--- config.mk ---
export PLATFORM = sky130hd
export DESIGN_NAME = sbus_frame_channel_decoder
export DESIGN_NICKNAME = d
export VERILOG_FILES = /design/src/sbfd_pkg.sv /design/src/sbus_frame_channel_decoder.sv /design/src/sbfd_unpack.sv /design/src/sbfd_norm.sv
export SDC_FILE = /design/constraint.sdc
export NUM_CORES = 1
export LEC_CHECK = 0
export BUFFER_PORTS_ARGS = -buffer_cell sky130_fd_sc_hd__buf_2
export CAP_MARGIN = 20
export CORE_AREA = 2 2 207 209
export CTS_CLUSTER_DIAMETER = 200
export DETAILED_ROUTE_END_ITERATION = 8
export DIE_AREA = 0 0 209 211
export PLACE_DENSITY = 0.86
export SYNTH_ARGS = -nofsm -noshare
export SYNTH_HDL_FRONTEND = slang
export SYNTH_SLANG_ARGS = --single-unit
--- constraint.sdc ---
create_clock -name clk -period 26.2 [get_ports clk]
set_clock_uncertainty 0.15 [all_clocks]
set_input_delay 2.62 -clock clk [delete_from_list [all_inputs] [get_ports clk]]
set_output_delay 2.62 -clock clk [all_outputs]
set_load 0.05 [all_outputs]
--- src/sbfd_pkg.sv ---
`default_nettype none

package sbfd_pkg;

	localparam int CHANNEL_BITS = 11;
	localparam int CH_IDX_W     = 4;
	localparam int ACC_W        = 18;
	localparam int HELD_W       = 5;
	localparam int DATA_LAST    = (16 * CHANNEL_BITS + 7) / 8;
	localparam int STICK_COUNT  = 4;
	localparam int SWITCH_FIRST = 4;
	localparam int SWITCH_COUNT = 6;
	localparam int CFG_IDX_W    = 3;
	localparam int FRAC_BITS    = 15;
	localparam int NUM_W        = CHANNEL_BITS + FRAC_BITS + 1;
	localparam int RECIP_SHIFT  = 27;
	localparam int RECIP_W      = 17;
	localparam int QUOT_W       = 17;
	localparam int PROD_W       = NUM_W + RECIP_W;
	localparam int REM_W        = 28;

	localparam logic [7:0] START_BYTE = 8'h0f;

	localparam logic [CFG_IDX_W-1:0] CFG_ON_BELOW     = 3'd0;
	localparam logic [CFG_IDX_W-1:0] CFG_OFF_ABOVE    = 3'd1;
	localparam logic [CFG_IDX_W-1:0] CFG_STICK0_CTR   = 3'd2;
	localparam logic [CFG_IDX_W-1:0] CFG_STICK1_CTR   = 3'd3;
	localparam logic [CFG_IDX_W-1:0] CFG_STICK2_CTR   = 3'd4;
	localparam logic [CFG_IDX_W-1:0] CFG_STICK3_CTR   = 3'd5;

	localparam logic [CHANNEL_BITS-1:0] RST_ON_BELOW  = 11'd500;
	localparam logic [CHANNEL_BITS-1:0] RST_OFF_ABOVE = 11'd1500;
	localparam logic [CHANNEL_BITS-1:0] RST_CENTER0   = 11'd1027;
	localparam logic [CHANNEL_BITS-1:0] RST_CENTER1   = 11'd1024;
	localparam logic [CHANNEL_BITS-1:0] RST_CENTER2   = 11'd1025;
	localparam logic [CHANNEL_BITS-1:0] RST_CENTER3   = 11'd1027;

	localparam logic [CHANNEL_BITS-1:0] STICK_SPAN [STICK_COUNT] = '{
		11'(1688 - 374), 11'(1680 - 368), 11'(1680 - 412), 11'(1673 - 360)
	};

	localparam logic [CHANNEL_BITS-1:0] STICK_HALF [STICK_COUNT] = '{
		11'((1688 - 374) / 2), 11'((1680 - 368) / 2),
		11'((1680 - 412) / 2), 11'((1673 - 360) / 2)
	};

	// floor(2^27 / span), estimate is low by at most one
	localparam logic [RECIP_W-1:0] STICK_RECIP [STICK_COUNT] = '{
		17'((1 << RECIP_SHIFT) / (1688 - 374)), 17'((1 << RECIP_SHIFT) / (1680 - 368)),
		17'((1 << RECIP_SHIFT) / (1680 - 412)), 17'((1 << RECIP_SHIFT) / (1673 - 360))
	};

	localparam logic signed [15:0] STICK_MAX = 16'sh7fff;
	localparam logic signed [15:0] STICK_MIN = 16'sh8000;

	typedef enum logic [1:0] {
		KIND_PLAIN  = 2'd0,
		KIND_STICK  = 2'd1,
		KIND_SWITCH = 2'd2
	} kind_t;

	typedef enum logic [1:0] {
		SW_OFF     = 2'd0,
		SW_NEUTRAL = 2'd1,
		SW_ON      = 2'd2
	} sw_t;

	typedef struct packed {
		logic [CHANNEL_BITS-1:0]                    on_below;
		logic [CHANNEL_BITS-1:0]                    off_above;
		logic [STICK_COUNT-1:0][CHANNEL_BITS-1:0]   center;
	} cfg_t;

	typedef struct packed {
		logic [CH_IDX_W-1:0]     ch;
		logic [CHANNEL_BITS-1:0] raw;
		kind_t                   kind;
		sw_t                     sw;
		logic                    neg;
		logic [CHANNEL_BITS-1:0] absd;
		logic [1:0]              sel;
		logic                    last;
	} chan_t;

endpackage

`default_nettype wire

--- src/sbus_frame_channel_decoder.sv ---
// sbus frame channel decoder
//
// rx channel (rx_valid, rx_stall, rx_byte): one received byte per request.
// bytes are dropped until the start byte 0x0f, then the following
// FRAME_BYTES-1 bytes form the frame; channels are unpacked lsb first.
// ch channel (ch_valid, ch_stall, fields): one request per completed
// channel, carrying raw value, kind, stick position (signed q1.15) and
// switch state; frame_last marks the final channel.
// cfg channel (cfg_valid, cfg_ready, cfg_index, cfg_data): always ready,
// writes switch thresholds and stick centers; unknown indexes are ignored.
// one byte is taken every cycle while rx_stall is low. the byte that completes a
// channel passes through the unpack register, the reciprocal multiply register
// and the correction/saturation output register.
// when ch_stall is high the output holds and the two inner stages fill,
// after which rx_stall rises; bubbles collapse so no cycle is lost.
// reset clears the frame state and loads the default thresholds/centers.
`default_nettype none

module sbus_frame_channel_decoder
	import sbfd_pkg::*;
#(
	parameter int FRAME_BYTES   = 25,
	parameter int CHANNEL_COUNT = 16
) (
	input  wire logic                    clk,
	input  wire logic                    arst_n,
	input  wire logic                    rx_valid,
	output logic                         rx_stall,
	input  wire logic [7:0]              rx_byte,
	output logic                         ch_valid,
	input  wire logic                    ch_stall,
	output logic [CH_IDX_W-1:0]          channel_index,
	output logic [CHANNEL_BITS-1:0]      raw_value,
	output logic [1:0]                   channel_kind,
	output logic signed [15:0]           stick_value,
	output logic [1:0]                   switch_state,
	output logic                         frame_last,
	input  wire logic                    cfg_valid,
	output logic                         cfg_ready,
	input  wire logic [CFG_IDX_W-1:0]    cfg_index,
	input  wire logic [CHANNEL_BITS-1:0] cfg_data
);

	cfg_t  cfg_q;
	chan_t stage1_item;
	logic  stage1_valid;
	logic  stage2_ready;

	assign cfg_ready = 1'b1;

	always_ff @(posedge clk or negedge arst_n) begin
		if (!arst_n) begin
			cfg_q.on_below  <= RST_ON_BELOW;
			cfg_q.off_above <= RST_OFF_ABOVE;
			cfg_q.center[0] <= RST_CENTER0;
			cfg_q.center[1] <= RST_CENTER1;
			cfg_q.center[2] <= RST_CENTER2;
			cfg_q.center[3] <= RST_CENTER3;
		end else if (cfg_valid && cfg_ready) begin
			unique case (cfg_index)
				CFG_ON_BELOW:   cfg_q.on_below  <= cfg_data;
				CFG_OFF_ABOVE:  cfg_q.off_above <= cfg_data;
				CFG_STICK0_CTR: cfg_q.center[0] <= cfg_data;
				CFG_STICK1_CTR: cfg_q.center[1] <= cfg_data;
				CFG_STICK2_CTR: cfg_q.center[2] <= cfg_data;
				CFG_STICK3_CTR: cfg_q.center[3] <= cfg_data;
				default: begin
				end
			endcase
		end
	end

	sbfd_unpack #(
		.FRAME_BYTES   (FRAME_BYTES),
		.CHANNEL_COUNT (CHANNEL_COUNT)
	) u_unpack (
		.clk        (clk),
		.arst_n     (arst_n),
		.rx_valid   (rx_valid),
		.rx_stall   (rx_stall),
		.rx_byte    (rx_byte),
		.cfg        (cfg_q),
		.item       (stage1_item),
		.item_valid (stage1_valid),
		.item_ready (stage2_ready)
	);

	sbfd_norm u_norm (
		.clk           (clk),
		.arst_n        (arst_n),
		.item          (stage1_item),
		.item_valid    (stage1_valid),
		.item_ready    (stage2_ready),
		.ch_valid      (ch_valid),
		.ch_stall      (ch_stall),
		.channel_index (channel_index),
		.raw_value     (raw_value),
		.channel_kind  (channel_kind),
		.stick_value   (stick_value),
		.switch_state  (switch_state),
		.frame_last    (frame_last)
	);

	ap_last_index: assert property (@(posedge clk) disable iff (!arst_n)
		(ch_valid && frame_last) |-> (channel_index == CH_IDX_W'(CHANNEL_COUNT - 1)))
		else $error("frame_last on a channel other than the final one");

endmodule

`default_nettype wire

--- src/sbfd_unpack.sv ---
`default_nettype none

module sbfd_unpack
	import sbfd_pkg::*;
#(
	parameter int FRAME_BYTES   = 25,
	parameter int CHANNEL_COUNT = 16
) (
	input  wire logic       clk,
	input  wire logic       arst_n,
	input  wire logic       rx_valid,
	output logic            rx_stall,
	input  wire logic [7:0] rx_byte,
	input  wire cfg_t       cfg,
	output chan_t           item,
	output logic            item_valid,
	input  wire logic       item_ready
);

	localparam int PosW = $clog2(FRAME_BYTES);
	localparam int ChW  = $clog2(CHANNEL_COUNT + 1);

	logic                    in_frame_q;
	logic [PosW-1:0]         pos_q;
	logic [ACC_W-1:0]        acc_q;
	logic [HELD_W-1:0]       held_q;
	logic [ChW-1:0]          nch_q;
	chan_t                   item_s1;
	logic                    valid_s1;

	logic                    advance;
	logic                    accept;
	logic                    data_ok;
	logic                    emit;
	logic [ACC_W-1:0]        acc_sum;
	logic [HELD_W-1:0]       held_sum;
	logic [CHANNEL_BITS:0]   diff;
	chan_t                   item_d;

	assign advance  = !valid_s1 || item_ready;
	assign rx_stall = !advance;
	assign accept   = rx_valid && advance;

	assign data_ok  = in_frame_q && (pos_q <= PosW'(DATA_LAST))
		&& (nch_q < ChW'(CHANNEL_COUNT));
	assign acc_sum  = acc_q | ACC_W'(26'(rx_byte) << held_q);
	assign held_sum = held_q + HELD_W'(8);
	assign emit     = data_ok && (held_sum >= HELD_W'(CHANNEL_BITS));

	always_comb begin
		item_d      = '0;
		item_d.ch   = nch_q[CH_IDX_W-1:0];
		item_d.raw  = acc_sum[CHANNEL_BITS-1:0];
		item_d.sel  = nch_q[1:0];
		item_d.last = (nch_q == ChW'(CHANNEL_COUNT - 1));
		item_d.kind = KIND_PLAIN;
		item_d.sw   = SW_OFF;
		diff = {1'b0, acc_sum[CHANNEL_BITS-1:0]} - {1'b0, cfg.center[nch_q[1:0]]};
		if (nch_q < ChW'(STICK_COUNT)) begin
			item_d.kind = KIND_STICK;
			item_d.neg  = diff[CHANNEL_BITS];
			item_d.absd = diff[CHANNEL_BITS] ? CHANNEL_BITS'(-diff)
				: diff[CHANNEL_BITS-1:0];
		end else if (nch_q < ChW'(SWITCH_FIRST + SWITCH_COUNT)) begin
			item_d.kind = KIND_SWITCH;
			priority if (item_d.raw < cfg.on_below) begin
				item_d.sw = SW_ON;
			end else if (item_d.raw > cfg.off_above) begin
				item_d.sw = SW_OFF;
			end else begin
				item_d.sw = SW_NEUTRAL;
			end
		end
	end

	always_ff @(posedge clk or negedge arst_n) begin
		if (!arst_n) begin
			in_frame_q <= 1'b0;
			pos_q      <= '0;
			acc_q      <= '0;
			held_q     <= '0;
			nch_q      <= '0;
		end else if (accept) begin
			if (!in_frame_q) begin
				if (rx_byte == START_BYTE) begin
					in_frame_q <= 1'b1;
					pos_q      <= PosW'(1);
					acc_q      <= '0;
					held_q     <= '0;
					nch_q      <= '0;
				end
			end else begin
				if (data_ok) begin
					if (emit) begin
						acc_q  <= acc_sum >> CHANNEL_BITS;
						held_q <= held_sum - HELD_W'(CHANNEL_BITS);
						nch_q  <= nch_q + ChW'(1);
					end else begin
						acc_q  <= acc_sum;
						held_q <= held_sum;
					end
				end
				if (pos_q == PosW'(FRAME_BYTES - 1)) begin
					in_frame_q <= 1'b0;
					pos_q      <= '0;
				end else begin
					pos_q <= pos_q + PosW'(1);
				end
			end
		end
	end

	always_ff @(posedge clk or negedge arst_n) begin
		if (!arst_n) begin
			valid_s1 <= 1'b0;
		end else if (advance) begin
			valid_s1 <= accept && emit;
		end
	end

	always_ff @(posedge clk) begin
		if (advance) begin
			item_s1 <= item_d;
		end
	end

	assign item       = item_s1;
	assign item_valid = valid_s1;

	ap_held_bound: assert property (@(posedge clk) disable iff (!arst_n)
		held_q <= HELD_W'(CHANNEL_BITS - 1))
		else $error("bit count exceeds one partial channel");

	ap_idle_pos: assert property (@(posedge clk) disable iff (!arst_n)
		!in_frame_q |-> (pos_q == '0))
		else $error("byte position nonzero outside a frame");

	ap_emit_in_frame: assert property (@(posedge clk) disable iff (!arst_n)
		(accept && emit) |=> (valid_s1 && $past(in_frame_q)))
		else $error("channel produced outside a frame");

endmodule

`default_nettype wire

--- src/sbfd_norm.sv ---
`default_nettype none

module sbfd_norm
	import sbfd_pkg::*;
(
	input  wire logic                    clk,
	input  wire logic                    arst_n,
	input  wire chan_t                   item,
	input  wire logic                    item_valid,
	output logic                         item_ready,
	output logic                         ch_valid,
	input  wire logic                    ch_stall,
	output logic [CH_IDX_W-1:0]          channel_index,
	output logic [CHANNEL_BITS-1:0]      raw_value,
	output logic [1:0]                   channel_kind,
	output logic signed [15:0]           stick_value,
	output logic [1:0]                   switch_state,
	output logic                         frame_last
);

	chan_t                   item_s2;
	logic [NUM_W-1:0]        num_s2;
	logic [QUOT_W-1:0]       q0_s2;
	logic                    valid_s2;
	chan_t                   item_s3;
	logic signed [15:0]      stick_s3;
	logic                    valid_s3;

	logic                    adv2;
	logic                    adv3;
	logic [NUM_W-1:0]        num;
	logic [PROD_W-1:0]       prod;
	logic [CHANNEL_BITS-1:0] span;
	logic [REM_W-1:0]        rem;
	logic [QUOT_W-1:0]       quot;
	logic signed [15:0]      stick_d;

	assign adv3       = !valid_s3 || !ch_stall;
	assign adv2       = !valid_s2 || adv3;
	assign item_ready = adv2;

	// numerator |d| * 2^15 + span/2, quotient estimate by reciprocal
	assign num  = {1'b0, item.absd, FRAC_BITS'(0)} + NUM_W'(STICK_HALF[item.sel]);
	assign prod = PROD_W'(num) * PROD_W'(STICK_RECIP[item.sel]);

	always_ff @(posedge clk or negedge arst_n) begin
		if (!arst_n) begin
			valid_s2 <= 1'b0;
		end else if (adv2) begin
			valid_s2 <= item_valid;
		end
	end

	always_ff @(posedge clk) begin
		if (adv2) begin
			item_s2 <= item;
			num_s2  <= num;
			q0_s2   <= prod[RECIP_SHIFT +: QUOT_W];
		end
	end

	// one correction step, then sign and saturate; non-stick channels give zero
	always_comb begin
		span = STICK_SPAN[item_s2.sel];
		rem  = REM_W'(num_s2) - REM_W'(q0_s2) * REM_W'(span);
		quot = q0_s2 + QUOT_W'(rem >= REM_W'(span));
		if (item_s2.kind != KIND_STICK) begin
			stick_d = '0;
		end else if (item_s2.neg) begin
			stick_d = (quot >= QUOT_W'(32768)) ? STICK_MIN : -$signed(quot[15:0]);
		end else begin
			stick_d = (quot >= QUOT_W'(32767)) ? STICK_MAX : $signed(quot[15:0]);
		end
	end

	always_ff @(posedge clk or negedge arst_n) begin
		if (!arst_n) begin
			valid_s3 <= 1'b0;
		end else if (adv3) begin
			valid_s3 <= valid_s2;
		end
	end

	always_ff @(posedge clk) begin
		if (adv3) begin
			item_s3  <= item_s2;
			stick_s3 <= stick_d;
		end
	end

	assign ch_valid      = valid_s3;
	assign channel_index = item_s3.ch;
	assign raw_value     = item_s3.raw;
	assign channel_kind  = item_s3.kind;
	assign stick_value   = stick_s3;
	assign switch_state  = item_s3.sw;
	assign frame_last    = item_s3.last;

	ap_quot_close: assert property (@(posedge clk) disable iff (!arst_n)
		valid_s2 |-> (rem < (REM_W'(span) << 1)))
		else $error("reciprocal estimate off by more than one");

	ap_stick_zero: assert property (@(posedge clk) disable iff (!arst_n)
		(ch_valid && (channel_kind != KIND_STICK)) |-> (stick_value == '0))
		else $error("stick value set on a non-stick channel");

	ap_switch_zero: assert property (@(posedge clk) disable iff (!arst_n)
		(ch_valid && (channel_kind != KIND_SWITCH)) |-> (switch_state == SW_OFF))
		else $error("switch state set on a non-switch channel");

endmodule

`default_nettype wire

======== Yosys cells after proc, flatten, opt, wreduce, memory -nomap -nowiden ========
Index checks and enable logic that the tools add are counted.
W data, S select, Z words.
cells by class
  eq/ne operators ......................... 11
  reduce and logical (&&, ||, !) cells .... 26
  add/subtract/negate cells ............... 10
  mux-type cells .......................... 35
  multipliers ............................. 2
  bitwise operators ....................... 4
  magnitude comparators ................... 13
  shift operators ......................... 1
operator list
  cell                    number
  $mux W18                4
  $bmux W11 S2            3
  $mux W11                6
  $mux W5                 10
  $mux W16                3
  $mul A27 B17 Y44        1
  $bmux W17 S2            1
  $mux W17                2
  $ge A28 B11 Y1          1
  $mul A17 B11 Y28        1
  $sub A27 B28 Y28        1
  $add A26 B11 Y27        1
  $or A18 B18 Y18         1
  $shl A8 B5 Y18          1
  $add A17 B1 Y17         1
  $ge A17 B15 Y1 const B  1
  $ge A17 B16 Y1 const B  1
  $neg A16 Y16            1
  $reduce_and A2 Y1       7
  $sub A11 B11 Y12        1
  $gt A11 B11 Y1          1
  $lt A11 B11 Y1          1
  $neg A11 Y11            1
  $add A5 B1 Y5 const B   2
  31 further kinds        49
word-level totals
  output and inout port bits .............. 39
  bits in registers ....................... 240
  word-level logic and storage cells ...... 140
  input port bits ......................... 27

======== Logic depth before layout (Yosys ltp) ========
  depth after elaboration ................. 11
  depth in mapped cells ................... 38
  depth with buffers taken out ............ 35

======== Hierarchy ========
Synthesis repeated with hierarchy kept, for this count alone.
unflattened totals
  cells, all modules ...................... 2591
  area total of the unflattened synthesis .. 25486.9 um^2
by module, submodules not included
  module                      area an instance (um^2)  cells an instance  times used
  sbfd_norm                   17874.6                  1912               1
  sbfd_unpack                 4944.7                   533                1
  sbus_frame_channel_decoder  2667.6                   146                1

======== Worst setup path before layout ========
Ideal clock, no wire load.
  path type ............................... flip-flop to flip-flop
  start point ............................. reg u_norm.item_s2[31] (netlist name)
  end point ............................... reg u_norm.stick_s3[13], in the netlist u_norm.stick_value[13], data pin
  slack ................................... 17.160 ns
  arrival time ............................ 8.632 ns
  data required time ...................... 25.791 ns
  stages on the path, launching flop included .. 37
  period minus slack after synthesis ...... 9.040 ns
  path through ............................ edfxtp_1 > nor2b_1 > inv_1 > clkbuf_1 > buf_1 > nor2_1 > fa_1 > inv_1 > fa_1 > inv_1 > fa_1 > inv_1 > fa_1 > inv_1 > fa_1 > inv_1 > ha_1 > buf_2 > a21oi_1 > nor2_1 > a211o_1 > nor4_4 > o311ai_1 > or4_1 > nor4_1 > nand4_1 > ha_1 > ha_1 > xor2_1 > or3_1 > nand3b_1 > and3b_1 > nand4_1 > nor3_1 > mux2i_1 > a21oi_1 > nor2_1
RTL lines
  what                    line             RTL
  end signal: assignment  sbfd_norm.sv:87  stick_s3 <= stick_d;
  end: declaration        sbfd_norm.sv:26  logic signed [15:0] stick_s3;

==> flow_summary_export.csv <==
group,metric,value,unit
cts,cts_hold_buffers,0,
critical_path,slowest_delay,0.53,ns
yosys,postSynthAreaPerCell,9.687,sq um
routing,via_per_inst,6.028,
sta,setup_tns,0,ns
sta,setup_ws,16.11,ns
yosys,yosys.area_share.simple,12.60,%
sta,slew_viol_final,0,
worst_hold_path,hold_class,"reg2reg",
critical_path,cp_slowest_cell,"fa_1",
critical_path,endpoint_kind,"register",
sta,min_period_over_period,38.50,%
yosys,synth_top_cell_area_share,19.65,%
power,leakage,13.01,nW
sta,fmax,99.14,MHz
die,start_util,59.78,%
routing,drcViolationCount,0,
cts,cts_root_buf,"clkbuf_16",
critical_path,start_kind,"register",
yosys,synth_fa_ha_area_share,35.84,%
yosys,yosys_warnings,0,
yosys,synthTopCellsByArea,"fa_1, ha_1, edfxtp_1",
sta,rsz0062_at_grt,"no",
yosys,synth_top_family_by_area,"adder cells",
die,io_pins,66,
die,design.core.area,0.04176,sq mm
grt,grt_max_degree,66,
final_layout,synthToLayoutAreaGrowth,6.521,%
cts,clock_latency,0.52,ns
cts,cts_made_buffers,23,
cts,cts_max_path_buffers,3,
die,chipWidth,209,microns
grt,grt_overflow,0,
routing,vias,19080,
yosys,synth_seq_cells,223,
yosys,synth_ff_type,"edfxtp_1",
power,peakVddDrop,155.0,uV
yosys,synth-xor-area-share,3.223,%
yosys,synth_edf_count,120,
run_status,outcome,"completed",
cts,path_clk_slew,0.06,ns
placement,gp_congestion,0.9652,
critical_path,critPathKind,"reg2reg",
placement,place_inst,3124,
grt,grt_usage,28.50,%
yosys,synth.cell_area,0.02496,sq mm
die,die_h,211,microns
final_layout,drive_gt1_share,8.565,%
final_layout,fillers,3168,
final_layout,seqCellArea,0.006208,sq mm
yosys,yosysMostFrequentCell,"inv_1",
cts,cts_tree,"built",
cts,cts.sinks,223,
yosys,ys_types,85,
grt,grt_pass1_wl,101.0,mm
grt,grt_pass1_vias,19910,
routing,post_drt_wl_per_cell,19.64,microns
sta,max-slew-margin-rel,30.96,%
routing,first_pass_iters,5,
critical_path,worstPathMaxFanout,29,
yosys,synth_area_leader_cell,"fa_1",
grt,antenna_found_initial,1,
power,power_density,126.5,mW/mm^2
power,combPwrFrac,74.6,%
cts,cts_setup_buffers,0,
power,p_int,1.636,mW
sta,hold_viol,0,
routing,dr.first_iter.drc_count,1751,
power,totalPowerFinal,3.362,mW
power,switching_share,51.34,%
power,clkPwrFrac,9.8,%
final_layout,final_cells,3166,
placement,port_buffers,64,
yosys,synthMuxAreaShare,4.496,%
power,p_seq_share,15.6,%
cts,cts_resized,0,
cts,htree_levels,1,
sta,hold_slack,0.2680,ns
yosys,synthArstFlopShare,46.19,%
power,switchingPower,1.726,mW
sta,setup_viol,0,
die,dieArea,0.04410,sq mm
routing,routed_wl,62.17,mm
final_layout,multi_input_area,0.01682,sq mm
final_layout,diodes,0,
critical_path,crit_top_cell,"inv_1",
final_layout,final_nets,3205,
yosys,synthCells,2577,
flow_run,drv_cap,0,
sta,tightest_slew,1.036,ns
yosys,synth-compound-area-share,10.96,%
placement,hpwl,48.02,mm
critical_path,critPathArrivalTime,10.20,ns
yosys,seq_area_frac_synth,24.87,%
yosys,netlist_top_cells_count,"inv_1, ha_1, fa_1",
routing,postRouteAntennaNets,0,
critical_path,cp.required,26.31,ns
placement,pre_cts_ws,16.24,ns
die,rows,75,
sta,final.min_clock_period,10.09,ns
-- flip-flops by register name, indices dropped and copies added (netlist names), 2 cells and up --
| name | cells |
|---|---|
| u_norm.num_s2 | 14 |
| cfg_q | 66 |
| u_unpack.acc_q | 18 |
| u_unpack.item | 32 |
| u_norm.item_s2 | 21 |
| u_norm.raw_value | 11 |
| u_norm.stick_value | 16 |
| u_unpack.pos_q | 5 |
| u_norm.channel_index | 4 |
| u_norm.channel_kind | 2 |
| u_unpack.held_q | 5 |
| u_norm.q0_s2 | 17 |
| u_unpack.nch_q | 5 |
| u_norm.switch_state | 2 |
-- power groups by stage --
| stage | Clock (mW) | Combinational (mW) | Sequential [mW] |
|---|---|---|---|
| detailed placement | 0 | 2.45 | 0.527 |
| global placement | 0 | 2.41 | 0.522 |
| floorplan | 0 | 1.91 | 0.499 |
| CTS | 0.331 | 2.47 | 0.522 |
| finish | 0.328 | 2.51 | 0.525 |
| global route | 0.344 | 2.78 | 0.530 |
-- critical path, delay by kind of cell (launching register included) --
kind                     cells  cell delay, ns
AND/OR/NAND/NOR             13            3.20
multiplexers                 1            0.12
flip-flops                   1            0.51
buffers and inverters        8            1.17
XOR/XNOR                     1            0.20
AO/OA/AOI/OAI                4            0.92
adder cells (fa/ha/maj)      8            3.51
-- cells by family (layout without fill, tap and decap cells) --
| group | count (synthesis) | in the layout |
|---|---|---|
| other | 2 | 12 |
| adders and majority gates | 568 | 568 |
| and+or+nand+nor | 652 | 652 |
| buffers and inverters | 524 | 564 |
| muxes | 90 | 90 |
| AOI/OAI and AO/OA | 427 | 427 |
| DFF | 223 | 223 |
| xor gates and xnor gates | 91 | 91 |
-- metal layers --
| layer | GRT usage [%] | share of wire (%) | vias up | routed length, microns |
|---|---|---|---|---|
| li1 | - | - | 8692 | - |
| met1 | 35.87 | 39 | 9405 | 24380 |
| met2 | 49.93 | 50 | 813 | 30890 |
| met3 | 4.059 | 7.2 | 172 | 4479 |
| met4 | 11.08 | 3.9 | 2 | 2413 |
| met5 | 0 | 0.011 | - | 7 |
-- worst paths after layout --
kind / cells past startpoint / slack [ns] / startpoint / end
max: 35 / 16.11 / u_norm.item_s2[31] / u_norm.stick_value[13]
min: 0 / 0.27 / u_unpack.item[27] / u_norm.item_s2[27]
max reg2reg: 35 / 16.11 / u_norm.item_s2[31] / u_norm.stick_value[13]
min reg2reg: 0 / 0.27 / u_unpack.item[27] / u_norm.item_s2[27]
max in group asynchronous: 2 / 22.79 / arst_n / cfg_q[3]
min in group asynchronous: 1 / 1.91 / arst_n / u_unpack.pos_q[0]
-- cell type report --
| class | count | area share [%] |
|---|---|---|
| Clock buffer | 39 | 2.790 |
| Sequential cell | 223 | 23.35 |
| Inverter | 441 | 6.225 |
| Multi-Input combinational cell | 1840 | 63.26 |
| Clock inverter | 3 | 0.1365 |
| Timing Repair Buffer | 81 | 1.708 |
| Tap cell | 539 | 2.536 |
-- metrics by stage --
stage | util [%] | cell area (sq um)
floorplan | - | 25000
global placement | 61.79 | 25800
detailed placement | 61.81 | 25810
CTS | 63.68 | 26590
global route | 63.68 | 26590
finish | 63.68 | 26590
-- cell usage in the layout (no fill, tap or decap), types with 24 or more instances in the layout --
cell type	count
a21o_1	39
a21oi_1	119
and2_1	41
and3_1	28
buf_2	63
clkbuf_16	25
dfrtp_1	81
edfxtp_1	120
fa_1	245
ha_1	323
inv_1	436
mux2_2	53
mux2i_1	24
nand2_1	217
nand3_1	40
nand4_1	31
nor2_1	149
nor2b_1	36
nor3_1	32
o21ai_0	106
xnor2_1	67
Note: power is estimated with default switching activity, not from simulation.
